**src/hdl/olar_pkg.sv**
```systemverilog
`timescale 1ns / 1ps
// ----------------------------------------------------------------------------
// olar_pkg: shared types and constants for the ordered record list
// Holds the command and status codes, the controller states and the
// command and status bundles between the controller and the datapath.
// ----------------------------------------------------------------------------
package olar_pkg;

  // Default number of records the store holds.
  localparam int Capacity = 32;

  // Record field widths.
  localparam int KeyW  = 32;
  localparam int TagW  = 64;
  localparam int DataW = KeyW + TagW;
  localparam int PosW  = 6;

  // Input commands.
  typedef enum logic [1:0] {
    CMD_APPEND = 2'd0,
    CMD_REMOVE = 2'd1,
    CMD_LIST   = 2'd2
  } cmd_e;

  // Result status codes.
  typedef enum logic [2:0] {
    ST_APPENDED = 3'd0,
    ST_FULL     = 3'd1,
    ST_REMOVED  = 3'd2,
    ST_NOTFOUND = 3'd3,
    ST_EMPTY    = 3'd4,
    ST_ENTRY    = 3'd5
  } status_e;

  // Controller states.
  typedef enum logic [2:0] {
    S_IDLE,
    S_DISPATCH,
    S_SCAN,
    S_SHIFT,
    S_LIST
  } state_e;

  // Commands from the controller to the datapath.
  typedef struct packed {
    logic load;          // capture the input item
    logic do_append;     // append or report full
    logic emit_empty;    // report an empty list
    logic emit_notfound; // report a missing key
    logic issue_rd;      // read the next entry of the store
    logic scan_chk;      // capture the record on a key match
    logic shift_wr;      // write the pending entry one place down
    logic finish_rm;     // shrink the list and report the removed record
    logic list_emit;     // report the pending entry as a list entry
  } ctl_t;

  // Status from the datapath to the controller.
  typedef struct packed {
    logic [1:0] cmd;       // latched command
    logic       is_empty;  // no record held
    logic       hit;       // pending entry matches the key
    logic       scan_done; // all entries read and checked
    logic       rd_pend;   // a read result is pending
    logic       list_last; // pending entry is the final record
  } sts_t;

endpackage

```
**src/hdl/olar_ram.sv**
```systemverilog
`timescale 1ns / 1ps
// ----------------------------------------------------------------------------
// olar_ram: generic single-write, single-read RAM
// One write port and one read port with registered read data.
// ----------------------------------------------------------------------------
module olar_ram #(
  parameter int Width = 8,
  parameter int Depth = 32
) (
  input  logic                     clk_i,
  input  logic                     we_i,
  input  logic [$clog2(Depth)-1:0] waddr_i,
  input  logic [Width-1:0]         wdata_i,
  input  logic                     re_i,
  input  logic [$clog2(Depth)-1:0] raddr_i,
  output logic [Width-1:0]         rdata_o
);

  logic [Width-1:0] mem_q [Depth];

  // Write port.
  always_ff @(posedge clk_i) begin
    if (we_i) begin
      mem_q[waddr_i] <= wdata_i;
    end
  end

  // Registered read port.
  always_ff @(posedge clk_i) begin
    if (re_i) begin
      rdata_o <= mem_q[raddr_i];
    end
  end

endmodule

```
**src/hdl/olar_datapath.sv**
```systemverilog
`timescale 1ns / 1ps
// ----------------------------------------------------------------------------
// olar_datapath: record store, counters and result register
// Holds the record RAM, the record count, the read stream used by remove
// and list, and the registered result outputs.
// ----------------------------------------------------------------------------
module olar_datapath #(
  parameter int CAPACITY = olar_pkg::Capacity
) (
  input  logic                        clk_i,
  input  logic                        rst_ni,
  input  logic [1:0]                  command_i,
  input  logic signed [olar_pkg::KeyW-1:0] hero_key_i,
  input  logic [olar_pkg::TagW-1:0]   name_tag_i,
  input  olar_pkg::ctl_t              ctl_i,
  output olar_pkg::sts_t              sts_o,
  output logic                        out_valid_o,
  output logic [2:0]                  status_o,
  output logic [olar_pkg::PosW-1:0]   position_o,
  output logic signed [olar_pkg::KeyW-1:0] out_key_o,
  output logic [olar_pkg::TagW-1:0]   out_tag_o,
  output logic                        last_o
);

  localparam int AW = $clog2(CAPACITY);
  localparam int CW = $clog2(CAPACITY + 1);
  localparam int KW = olar_pkg::KeyW;
  localparam int TW = olar_pkg::TagW;
  localparam int DW = olar_pkg::DataW;
  localparam int PW = olar_pkg::PosW;

  // Control registers.
  logic [CW-1:0] count_q, count_d;
  logic [CW-1:0] idx_q, idx_d;
  logic          pvld_q, pvld_d;
  logic          valid_q, valid_d;

  // Payload registers.
  logic [1:0]    cmd_q;
  logic [KW-1:0] key_q;
  logic [TW-1:0] tag_q;
  logic [AW-1:0] pidx_q;
  logic [AW-1:0] hit_idx_q;
  logic [TW-1:0] rtag_q;
  logic [2:0]    status_q, status_d;
  logic [PW-1:0] pos_q, pos_d;
  logic [KW-1:0] okey_q, okey_d;
  logic [TW-1:0] otag_q, otag_d;
  logic          last_q, last_d;

  // RAM ports.
  logic          we;
  logic [AW-1:0] waddr;
  logic [DW-1:0] wdata;
  logic          rd_go;
  logic [DW-1:0] rdata;
  logic [KW-1:0] rd_key;
  logic [TW-1:0] rd_tag;
  logic          full;
  logic          hit;
  logic [CW-1:0] pend_pos;

  olar_ram #(
    .Width (DW),
    .Depth (CAPACITY)
  ) u_ram (
    .clk_i   (clk_i),
    .we_i    (we),
    .waddr_i (waddr),
    .wdata_i (wdata),
    .re_i    (rd_go),
    .raddr_i (idx_q[AW-1:0]),
    .rdata_o (rdata)
  );

  assign rd_key   = rdata[DW-1:TW];
  assign rd_tag   = rdata[TW-1:0];
  assign full     = (count_q == CW'(CAPACITY));
  assign rd_go    = ctl_i.issue_rd && (idx_q < count_q);
  assign hit      = pvld_q && (rd_key == key_q);
  assign pend_pos = CW'(pidx_q) + CW'(1);

  // Status toward the controller.
  always_comb begin
    sts_o.cmd       = cmd_q;
    sts_o.is_empty  = (count_q == '0);
    sts_o.hit       = hit;
    sts_o.scan_done = !pvld_q && (idx_q >= count_q);
    sts_o.rd_pend   = pvld_q;
    sts_o.list_last = pvld_q && (pend_pos == count_q);
  end

  // RAM write: an append at the tail or a compaction step one place down.
  always_comb begin
    we    = 1'b0;
    waddr = count_q[AW-1:0];
    wdata = {key_q, tag_q};
    if (ctl_i.do_append && !full) begin
      we = 1'b1;
    end else if (ctl_i.shift_wr && pvld_q) begin
      we    = 1'b1;
      waddr = pidx_q - AW'(1);
      wdata = rdata;
    end
  end

  // Next values of the count, the read stream and the result register.
  always_comb begin
    count_d  = count_q;
    idx_d    = idx_q;
    pvld_d   = rd_go;
    valid_d  = 1'b0;
    status_d = status_q;
    pos_d    = pos_q;
    okey_d   = okey_q;
    otag_d   = otag_q;
    last_d   = 1'b1;
    if (ctl_i.load) begin
      idx_d = '0;
    end else if (rd_go) begin
      idx_d = idx_q + CW'(1);
    end
    if (ctl_i.do_append) begin
      valid_d = 1'b1;
      if (full) begin
        status_d = olar_pkg::ST_FULL;
        pos_d    = '0;
        okey_d   = '0;
        otag_d   = '0;
      end else begin
        count_d  = count_q + CW'(1);
        status_d = olar_pkg::ST_APPENDED;
        pos_d    = PW'(count_q + CW'(1));
        okey_d   = key_q;
        otag_d   = tag_q;
      end
    end
    if (ctl_i.emit_empty || ctl_i.emit_notfound) begin
      valid_d  = 1'b1;
      status_d = ctl_i.emit_empty ? olar_pkg::ST_EMPTY : olar_pkg::ST_NOTFOUND;
      pos_d    = '0;
      okey_d   = '0;
      otag_d   = '0;
    end
    if (ctl_i.finish_rm) begin
      valid_d  = 1'b1;
      count_d  = count_q - CW'(1);
      status_d = olar_pkg::ST_REMOVED;
      pos_d    = PW'(CW'(hit_idx_q) + CW'(1));
      okey_d   = key_q;
      otag_d   = rtag_q;
    end
    if (ctl_i.list_emit && pvld_q) begin
      valid_d  = 1'b1;
      status_d = olar_pkg::ST_ENTRY;
      pos_d    = PW'(pend_pos);
      okey_d   = rd_key;
      otag_d   = rd_tag;
      last_d   = (pend_pos == count_q);
    end
  end

  // Control registers.
  always_ff @(posedge clk_i or negedge rst_ni) begin
    if (!rst_ni) begin
      count_q <= '0;
      idx_q   <= '0;
      pvld_q  <= 1'b0;
      valid_q <= 1'b0;
    end else begin
      count_q <= count_d;
      idx_q   <= idx_d;
      pvld_q  <= pvld_d;
      valid_q <= valid_d;
    end
  end

  // Payload registers.
  always_ff @(posedge clk_i) begin
    if (ctl_i.load) begin
      cmd_q <= command_i;
      key_q <= hero_key_i;
      tag_q <= name_tag_i;
    end
    if (rd_go) begin
      pidx_q <= idx_q[AW-1:0];
    end
    if (ctl_i.scan_chk && hit) begin
      hit_idx_q <= pidx_q;
      rtag_q    <= rd_tag;
    end
    status_q <= status_d;
    pos_q    <= pos_d;
    okey_q   <= okey_d;
    otag_q   <= otag_d;
    last_q   <= last_d;
  end

  assign out_valid_o = valid_q;
  assign status_o    = status_q;
  assign position_o  = pos_q;
  assign out_key_o   = okey_q;
  assign out_tag_o   = otag_q;
  assign last_o      = last_q;

endmodule

```
**src/hdl/olar_ctrl.sv**
```systemverilog
`timescale 1ns / 1ps
// ----------------------------------------------------------------------------
// olar_ctrl: command sequencer for the ordered record list
// Accepts an item, dispatches on its command and steps the datapath
// through the key scan, the compaction and the list walk.
// ----------------------------------------------------------------------------
module olar_ctrl (
  input  logic           clk_i,
  input  logic           rst_ni,
  input  logic           start_i,
  output logic           busy_o,
  input  olar_pkg::sts_t sts_i,
  output olar_pkg::ctl_t ctl_o
);

  olar_pkg::state_e state_q, state_d;

  // State register.
  always_ff @(posedge clk_i or negedge rst_ni) begin
    if (!rst_ni) begin
      state_q <= olar_pkg::S_IDLE;
    end else begin
      state_q <= state_d;
    end
  end

  // Next state.
  always_comb begin
    state_d = state_q;
    case (state_q)
      olar_pkg::S_IDLE: begin
        if (start_i) begin
          state_d = olar_pkg::S_DISPATCH;
        end
      end
      olar_pkg::S_DISPATCH: begin
        case (sts_i.cmd)
          olar_pkg::CMD_REMOVE: begin
            state_d = sts_i.is_empty ? olar_pkg::S_IDLE : olar_pkg::S_SCAN;
          end
          olar_pkg::CMD_LIST: begin
            state_d = sts_i.is_empty ? olar_pkg::S_IDLE : olar_pkg::S_LIST;
          end
          default: begin
            state_d = olar_pkg::S_IDLE;
          end
        endcase
      end
      olar_pkg::S_SCAN: begin
        if (sts_i.hit) begin
          state_d = olar_pkg::S_SHIFT;
        end else if (sts_i.scan_done) begin
          state_d = olar_pkg::S_IDLE;
        end
      end
      olar_pkg::S_SHIFT: begin
        if (!sts_i.rd_pend) begin
          state_d = olar_pkg::S_IDLE;
        end
      end
      olar_pkg::S_LIST: begin
        if (sts_i.list_last) begin
          state_d = olar_pkg::S_IDLE;
        end
      end
      default: begin
        state_d = olar_pkg::S_IDLE;
      end
    endcase
  end

  // Outputs toward the datapath.
  always_comb begin
    ctl_o  = '0;
    busy_o = (state_q != olar_pkg::S_IDLE);
    case (state_q)
      olar_pkg::S_IDLE: begin
        ctl_o.load = start_i;
      end
      olar_pkg::S_DISPATCH: begin
        case (sts_i.cmd)
          olar_pkg::CMD_APPEND: begin
            ctl_o.do_append = 1'b1;
          end
          olar_pkg::CMD_REMOVE, olar_pkg::CMD_LIST: begin
            ctl_o.emit_empty = sts_i.is_empty;
          end
          default: begin
            ctl_o = '0;
          end
        endcase
      end
      olar_pkg::S_SCAN: begin
        ctl_o.issue_rd      = 1'b1;
        ctl_o.scan_chk      = 1'b1;
        ctl_o.emit_notfound = !sts_i.hit && sts_i.scan_done;
      end
      olar_pkg::S_SHIFT: begin
        ctl_o.issue_rd  = 1'b1;
        ctl_o.shift_wr  = 1'b1;
        ctl_o.finish_rm = !sts_i.rd_pend;
      end
      olar_pkg::S_LIST: begin
        ctl_o.issue_rd  = 1'b1;
        ctl_o.list_emit = 1'b1;
      end
      default: begin
        ctl_o = '0;
      end
    endcase
  end

endmodule

```
**src/hdl/ordered_list_append_remove_top.sv**
```systemverilog
`timescale 1ns / 1ps
// ----------------------------------------------------------------------------
// ordered_list_append_remove_top: insertion-ordered record list
// Append, remove-by-key and list over a RAM of keyed records.
// ----------------------------------------------------------------------------
// Usage:
//   An item (command_i, hero_key_i, name_tag_i) is taken at a rising edge
//   with start_i high and busy_o low. busy_o stays high while the item is
//   worked on; one item is handled at a time.
//   Each result appears for one cycle with out_valid_o high; last_o marks
//   the final result of the item. The receiver cannot stall, so results
//   are never held back.
//   Per command:
//     append, and remove or list on an empty list: a single result.
//     remove: the RAM read port walks every entry once whether or not
//             the key is found; on a match the key search and the
//             compaction share that walk.
//     list: one list entry per cycle after the first RAM read.
//   The single read port of the record RAM sets the pace of both walks.
//   An unused command code gives no result and leaves the list as it is.
//   Reset empties the list at once; the RAM itself is not cleared.
// ----------------------------------------------------------------------------
module ordered_list_append_remove_top #(
  parameter int CAPACITY = olar_pkg::Capacity
) (
  input  logic                             clk_i,
  input  logic                             rst_ni,
  input  logic                             start_i,
  output logic                             busy_o,
  input  logic [1:0]                       command_i,
  input  logic signed [olar_pkg::KeyW-1:0] hero_key_i,
  input  logic [olar_pkg::TagW-1:0]        name_tag_i,
  output logic                             out_valid_o,
  output logic [2:0]                       status_o,
  output logic [olar_pkg::PosW-1:0]        position_o,
  output logic signed [olar_pkg::KeyW-1:0] out_key_o,
  output logic [olar_pkg::TagW-1:0]        out_tag_o,
  output logic                             last_o
);

  olar_pkg::ctl_t ctl;
  olar_pkg::sts_t sts;

  // Sequencer.
  olar_ctrl u_ctrl (
    .clk_i   (clk_i),
    .rst_ni  (rst_ni),
    .start_i (start_i),
    .busy_o  (busy_o),
    .sts_i   (sts),
    .ctl_o   (ctl)
  );

  // Record store and result register.
  olar_datapath #(
    .CAPACITY (CAPACITY)
  ) u_datapath (
    .clk_i       (clk_i),
    .rst_ni      (rst_ni),
    .command_i   (command_i),
    .hero_key_i  (hero_key_i),
    .name_tag_i  (name_tag_i),
    .ctl_i       (ctl),
    .sts_o       (sts),
    .out_valid_o (out_valid_o),
    .status_o    (status_o),
    .position_o  (position_o),
    .out_key_o   (out_key_o),
    .out_tag_o   (out_tag_o),
    .last_o      (last_o)
  );

  // An accepted item keeps the block busy in the following cycle.
  assert property (@(posedge clk_i) disable iff (!rst_ni)
    start_i && !busy_o |=> busy_o)
    else $error("accepted item did not raise busy");

  // A list entry that is not the final one is followed at once by another.
  assert property (@(posedge clk_i) disable iff (!rst_ni)
    out_valid_o && !last_o |=> out_valid_o && status_o == olar_pkg::ST_ENTRY)
    else $error("list stream broken");

  // Only list entries may leave last low.
  assert property (@(posedge clk_i) disable iff (!rst_ni)
    out_valid_o && status_o != olar_pkg::ST_ENTRY |-> last_o)
    else $error("single result without last");

  // Empty and not-found reports carry no record.
  assert property (@(posedge clk_i) disable iff (!rst_ni)
    out_valid_o && (status_o == olar_pkg::ST_EMPTY || status_o == olar_pkg::ST_NOTFOUND)
    |-> position_o == '0 && out_key_o == '0 && out_tag_o == '0)
    else $error("empty or not-found report carries data");

endmodule
```
**config.mk**
```make
export PLATFORM = sky130hd
export DESIGN_NAME = ordered_list_append_remove_top
export DESIGN_NICKNAME = d
export VERILOG_FILES = /design/src/hdl/olar_pkg.sv /design/src/hdl/olar_ram.sv /design/src/hdl/olar_datapath.sv /design/src/hdl/olar_ctrl.sv /design/src/hdl/ordered_list_append_remove_top.sv
export SDC_FILE = /design/constraint.sdc
export NUM_CORES = 2
export LEC_CHECK = 0
export ABC_AREA = 1
export BUFFER_PORTS_ARGS = -buffer_cell sky130_fd_sc_hd__buf_2
export CAP_MARGIN = 20
export CORE_MARGIN = 4
export CORE_UTILIZATION = 30
export DETAILED_ROUTE_END_ITERATION = 16
export GPL_TIMING_DRIVEN = 0
export HOLD_SLACK_MARGIN = 0.12
export PLACE_DENSITY = 0.48
export SYNTH_ARGS = -nofsm -noshare
export SYNTH_HDL_FRONTEND = slang
export SYNTH_SLANG_ARGS = --single-unit
```
**constraint.sdc**
```tcl
create_clock -name clk_i -period 6.29 [get_ports clk_i]
set_input_delay 0.3145 -clock clk_i [delete_from_list [all_inputs] [get_ports clk_i]]
set_output_delay 0.3145 -clock clk_i [all_outputs]
set_load 0.005 [all_outputs]
```
; Yosys cells after proc, flatten, opt, wreduce, memory -nomap -nowiden
; Memory sizes are Yosys's and may differ from the RTL's. A register that Yosys moved wholly into a read port is not among the register bits.
; Index checks and enable logic that the tools add are counted.
; Widths: inputs -> output; s select.
[totals]
regBits = 295
latchBits = 0
ram_bits = 3072
mem_bits_ro = 0
in_bits = 101
output_inout_bits = 108
elab_cells = 119
mem_count = 1
[mem_list]
columns = name, words, word_bits, rd, rd_ports_with_merged_regs, wr, line_no
row1 = u_datapath.u_ram.mem_q, 32, 96, 1, 1, 1, olar_ram.sv:19  ; logic [Width-1:0] mem_q [Depth];
[op_classes]
addsub = 6
n_mul = 0
div = 0
magnitude_cmp = 2
eq_ne = 14
shift = 0
mux = 55
n_bitwise = 0
n_reduce_logical = 25
[op_table]
columns = operator, n
row1 = $mux 64, 5
row2 = $mux 96, 2
row3 = $mux 32, 5
row4 = $mux 6, 10
row5 = $eq 32x32->1, 1
row6 = $mux 3, 10
row7 = $mux 1, 16
row8 = $pmux 3 s5, 1
row9 = $add 5x1->6 const B, 2
row10 = $add 6x1->6 const B, 2
row11 = $mux 5, 2
row12 = $logic_and 1x1->1, 9
row13 = $ne 2x2->1 const B, 4
row14 = $eq 3x2->1 const B, 2
row15 = $eq 6x6->1, 1
row16 = $eq 6x6->1 const B, 1
row17 = $ge 6x6->1, 1
row18 = $logic_not 6->1, 1
row19 = $lt 6x6->1, 1
row20 = $mux 2, 3
row21 = $pmux 3 s2, 1
row22 = $reduce_bool 3->1, 2
row23 = $sub 6x1->6 const B, 1
row24 = $sub 5x1->5 const B, 1
row25 = 15 further kinds, 18

; Logic depth before layout (Yosys ltp)
[depth]
word_depth = 9
ltp_mapped = 17
depth_no_buf = 13

; Modules after synthesis
; From an unflattened synthesis, not the netlist that was laid out.
[unflattened]
cells_unflattened = 11627
hier_area_um2 = 140139.4
[modules_own_cells]
columns = mod, n_inst, cells_each, area_each_um2, seq_area_each_um2
row1 = olar_ram, 1, 10125, 126043.4, 95131.2
row2 = olar_datapath, 1, 1452, 13792.0, 8658.3
row3 = olar_ctrl, 1, 50, 304.0, 75.1

; Worst setup path after synthesis
; OpenSTA, ideal clock, no wires.
[synth_path]
kind = flip-flop to flip-flop
start = register u_datapath.u_ram.rdata_o[90], read port of u_datapath.u_ram.mem_q
end = register u_datapath.hit_idx_q[0], enable pin
setup_ns = 0.581
arrival_ns = 5.699
required_time_ns = 5.709
setup_slack_ns = 0.009
path_stages_with_launch = 8
n_path_buf = 0
period_less_slack_ns = 6.281
cell_sequence = edfxtp_1 > inv_1 > nand2_1 > nand2_1 > nand2_1 > nor4_1 > nand3_1 > nor3_1
[synth_between]
elab_chain_cells = 3
[synth_lines]
columns = element, line_no
row1 = "start, declared", olar_ram.sv:16  ; output logic [Width-1:0] rdata_o
row2 = $eq 32x32->1, olar_datapath.sv:80  ; assign hit = pvld_q && (rd_key == key_q);
row3 = $logic_and 1x1->1, olar_datapath.sv:80
row4 = $logic_and 1x1->1, olar_datapath.sv:188  ; if (ctl_i.scan_chk && hit) begin
row5 = "end signal, assigned", olar_datapath.sv:189  ; hit_idx_q <= pidx_q;
row6 = "end, declared", olar_datapath.sv:43  ; logic [AW-1:0] hit_idx_q;
; No other way between the ends.
; A chain may end at the register's enable or synchronous reset.

; Worst setup path after layout
[layout_path]
start = register u_datapath.idx_q[0]
end = register u_datapath.otag_q[59], in the netlist u_datapath.out_tag_o[59], data pin
[layout_between]
elab_chain_cells = 8
[layout_lines]
columns = element, line_no
row1 = "start, declared", olar_datapath.sv:34  ; logic [CW-1:0] idx_q, idx_d;
row2 = "start signal, assigned", olar_datapath.sv:172  ; idx_q <= idx_d;
row3 = $ge 6x6->1, olar_datapath.sv:88  ; sts_o.scan_done = !pvld_q && (idx_q >= count_q);
row4 = $logic_and 1x1->1, olar_datapath.sv:88
row5 = $logic_and 1x1->1, olar_ctrl.sv:96  ; ctl_o.emit_notfound = !sts_i.hit && sts_i.scan_done;
row6 = $mux 1, n/a
row7 = $logic_or 1x1->1, olar_datapath.sv:138  ; if (ctl_i.emit_empty || ctl_i.emit_notfound) begin
row8 = $mux 64, olar_datapath.sv:138
row9 = $mux 64, olar_datapath.sv:145  ; if (ctl_i.finish_rm) begin
row10 = $mux 64, olar_datapath.sv:153  ; if (ctl_i.list_emit && pvld_q) begin
row11 = net u_datapath.otag_d[59], olar_datapath.sv:48  ; logic [TW-1:0] otag_q, otag_d;
row12 = "end signal, assigned", olar_datapath.sv:195  ; otag_q <= otag_d;
row13 = "end, declared", olar_datapath.sv:48
; The timed path passes the listed nets, and every way through them passes these cells.

==> flow_summary.toml <==
[status]
run_status = "finished, final reports clean"

[critical_path]
slowest_stage = "a21oi_1"
cp.required_ns = 6.94
path_cells = "buf_6 -> inv_6 -> buf_6 -> buf_6 -> buf_6 -> buf_2 -> ha_1 -> nor2_1 -> o21ai_1 -> nand3_1 -> nand3_2 -> nand2_4 -> nor2_8 -> buf_2 -> nand3_1 -> a21oi_1"
cp-endpoint = "u_datapath.out_tag_o[59]"
cp-startpoint = "u_datapath.idx_q[0]"
slowest_delay_ns = 0.92
arrival_ns = 5.91
cpMostUsedCell = "buf_6"
start_kind = "register"
crit_buf_inv = 7
worst-path-max-fanout = 10
worst-r2r-cell-count = 16
crit_family = "buffers and inverters"
end_kind = "register"
r2r_start = "u_datapath.idx_q[0]"
critical_path_class = "reg -> reg"
cp.depth = 16
rrSetupSlack_ns = 1.04
timing.rr.end = "u_datapath.out_tag_o[59]"

[route]
drc = 0
via_per_inst = 5.526
first_iter_violations = 16040
wl_per_cell_um = 34.52
wl_mm = 615.4
num_vias = 98530
drt-pass1-iter-count = 8
ant_nets = 0

[sta]
max_freq_mhz = 190.4
finalSetupViolations = 0
slew_headroom_pct = 11.44
finClkSkew_ns = 0.05452
tightest_slew_ns = 1.328
rsz0062_at_grt = "no"
fin_crit_sh_pct = 83.51
setup_tns_ns = 0
maxSlewViolCount = 0
final_hold_viol_count = 0
fin_crit_ns = 5.253

[synth]
synth_edf_count = 3442
synth_top_area_cell = "edfxtp_1"
yosysUniqueCellTypes = 50
yosys_most_used_dff = "edfxtp_1"
synth_top_area_share_pct = 75.57
yosys_warnings = 0
synthArstFlopShare_pct = 0.4909
ys_top_cells_by_area = "edfxtp_1 (76%), o21ai_0 (5.8%), nor2_1 (5.3%)"
avgSynthCellArea_um2 = 13.16
synth_seq_cells = 3463
syn_nets = 10510
synthCells = 10390
ys_seq_area_share_pct = 75.94
synth_area_um2 = 136800

[pwr]
power_density_nw_per_um2 = 411.0
irDropWorstVdd_v = 0.0002707
cellLeakagePower_nw = 54.87

[clock_tree]
cts_root_buf = "clkbuf_16"
cts_made_buffers = 368
cts_setup_buffers = 0
htree_levels = 5
worstSkewPairLatency_ns = 1.01
clk_path_buf_depth = 4
cts_tree = "built"
cts.clk_slew.worst_paths_ns = 0.06
cts_sinks = 3463

[global_route]
grt_antenna_before_repair = 89
grtUsageTotal_pct = 25.26
grt_pass1_vias = 89870
met3_usage_pct = 6.690
overflow = 0
grt-busiest-layer = "met2"
grt_use_met1_pct = 33.18
grt_max_degree = 59
grt_util_met2_pct = 37.27
grt_first_pass_wirelength_mm = 807.6

[layout]
final_nets = 11600
final_common_cell = "edfxtp_1"
final_cell_mix = "edfxtp_1 (3442), nor2_1 (1894), o21ai_0 (1543)"
drive_gt1_share_pct = 12.70
fin_area_um2 = 166000
area_growth_pct = 21.39

[place]
place.gp.congestion = 0.9505
place_area_um2 = 151800
place_hpwl_mm = 442.7
port_buffers = 208

[job]
maxCapViolCount = 0

[worst_hold_path]
worstHoldPathType = "in -> reg"

[floorplanning]
die-area_um2 = 466800
core_area_um2 = 453400
rows = 247
die_x_um = 683.2
start_util_pct = 30.17
io_pins = 209
chipHeight_um = 683.2
final cells by class:
type | instances | area [µm²]
Clock buffer | 471 | 9753
Antenna cell | 63 | 157.7
Timing Repair Buffer | 722 | 9504
Inverter | 232 | 885.9
Clock inverter | 204 | 1793
Tap cell | 5976 | 7477
Multi-Input combinational cell | 5989 | 29310
Sequential cell | 3463 | 103900
Fill cell | 43410 | 287300
Buffer | 710 | 3282
layer usage:
metal | vias up | routed length [µm]
li1 | 40780 | -
met3 | 1151 | 71290
met2 | 6393 | 265800
met1 | 50190 | 236400
met5 | - | 392
met4 | 24 | 41570
power by group:
part / total [mW] / internal [mW] / switching (mW) / leakage [nW]
clock network: 21.5 / 12.0 / 9.52 / 5.64
registers: 29.0 / 28.0 / 0.909 / 31.3
logic: 17.8 / 4.08 / 13.7 / 18.0
flip-flops by register name, indices dropped and copies added, names as in the netlist:
register / count
u_datapath.last_o: 1
u_datapath.cmd_q: 2
u_datapath.pvld_q: 1
u_datapath.out_valid_o: 1
u_datapath.out_key_o: 32
u_ctrl.state_q: 3
u_datapath.rtag_q: 64
u_datapath.pidx_q: 5
u_datapath.status_o: 3
u_datapath.u_ram.rdata_o: 96
u_datapath.key_q: 32
u_datapath.position_o: 6
u_datapath.u_ram.mem_q: 3072
u_datapath.idx_q: 6
u_datapath.out_tag_o: 64
u_datapath.count_q: 6
u_datapath.tag_q: 64
u_datapath.hit_idx_q: 5
timing repair:
action | 4_1_cts | 5_1_grt
hold endpoints to repair | 122 | 0
hold buffers | 198 | 0
resized for setup | 0 | 0
kinds of logic (layout without fill, tap and decap cells):
family,count (synthesis),count (layout),synth area share [%]
AOI/OAI and AO/OA,2748,2748,11.41
buffers and inverters,942,2339,3.021
adders and majority gates,15,15,0.1372
and+or+nand+nor,3217,3217,9.435
DFF,3463,3463,75.94
other,0,63,0
xor gates and xnor gates,9,9,0.05764
synthesized netlist by cell type (2+ instances only):
| library cell | n |
|---|---|
| edfxtp_1 | 3442 |
| nor2_1 | 1926 |
| o21ai_0 | 1579 |
| nand2_1 | 887 |
| o22ai_1 | 537 |
| clkbuf_1 | 395 |
| nand3_1 | 288 |
| buf_2 | 231 |
| inv_1 | 216 |
| o221ai_1 | 152 |
| o21ai_1 | 136 |
| o211ai_1 | 124 |
| a21oi_1 | 106 |
| a31oi_1 | 52 |
| nand4_1 | 52 |
| nand3_2 | 35 |
| buf_4 | 31 |
| a21oi_2 | 30 |
| buf_1 | 29 |
| dfrtp_1 | 17 |
| buf_6 | 16 |
| ha_1 | 15 |
| inv_2 | 15 |
| o21a_1 | 12 |
| nor3_1 | 11 |
| o211a_1 | 11 |
| xor2_1 | 6 |
| a22oi_1 | 4 |
| clkbuf_2 | 4 |
| dfxtp_1 | 4 |
| buf_12 | 3 |
| nor2_4 | 3 |
| nor4_1 | 3 |
| xnor2_1 | 3 |
| nand2_2 | 2 |
| nand2_4 | 2 |
| nor3_2 | 2 |
how the worst min path moves through the flow:
stage | start | end | slack [ns] | depth (start not counted)
2_1_floorplan | rst_ni | u_ctrl.state_q[0] | 0.02 | 0
3_3_place_gp | rst_ni | u_datapath.count_q[5] | 0.31 | 1
3_5_place_dp | rst_ni | u_datapath.out_valid_o | 0.31 | 1
4_1_cts | name_tag_i[60] | u_datapath.tag_q[60] | 0.14 | 2
5_1_grt | name_tag_i[60] | u_datapath.tag_q[60] | 0.18 | 2
6_report | name_tag_i[60] | u_datapath.tag_q[60] | 0.18 | 2
through the flow:
step	hold WS (ns)	setup slack (ns)	instances	util, %	total power, mW
floorplan	0.01891	0.009399	10390	-	36.52
global route	0.1756	1.102	17800	36.60	69.77
finish	0.1773	1.037	17830	36.62	68.24
detailed placement	0.3064	1.221	16870	33.47	46.32
global placement	0.3125	-7.774	16580	32.05	45.81
CTS	0.1359	1.224	17740	36.46	67.60
Note: power is estimated with default switching activity, not from simulation.
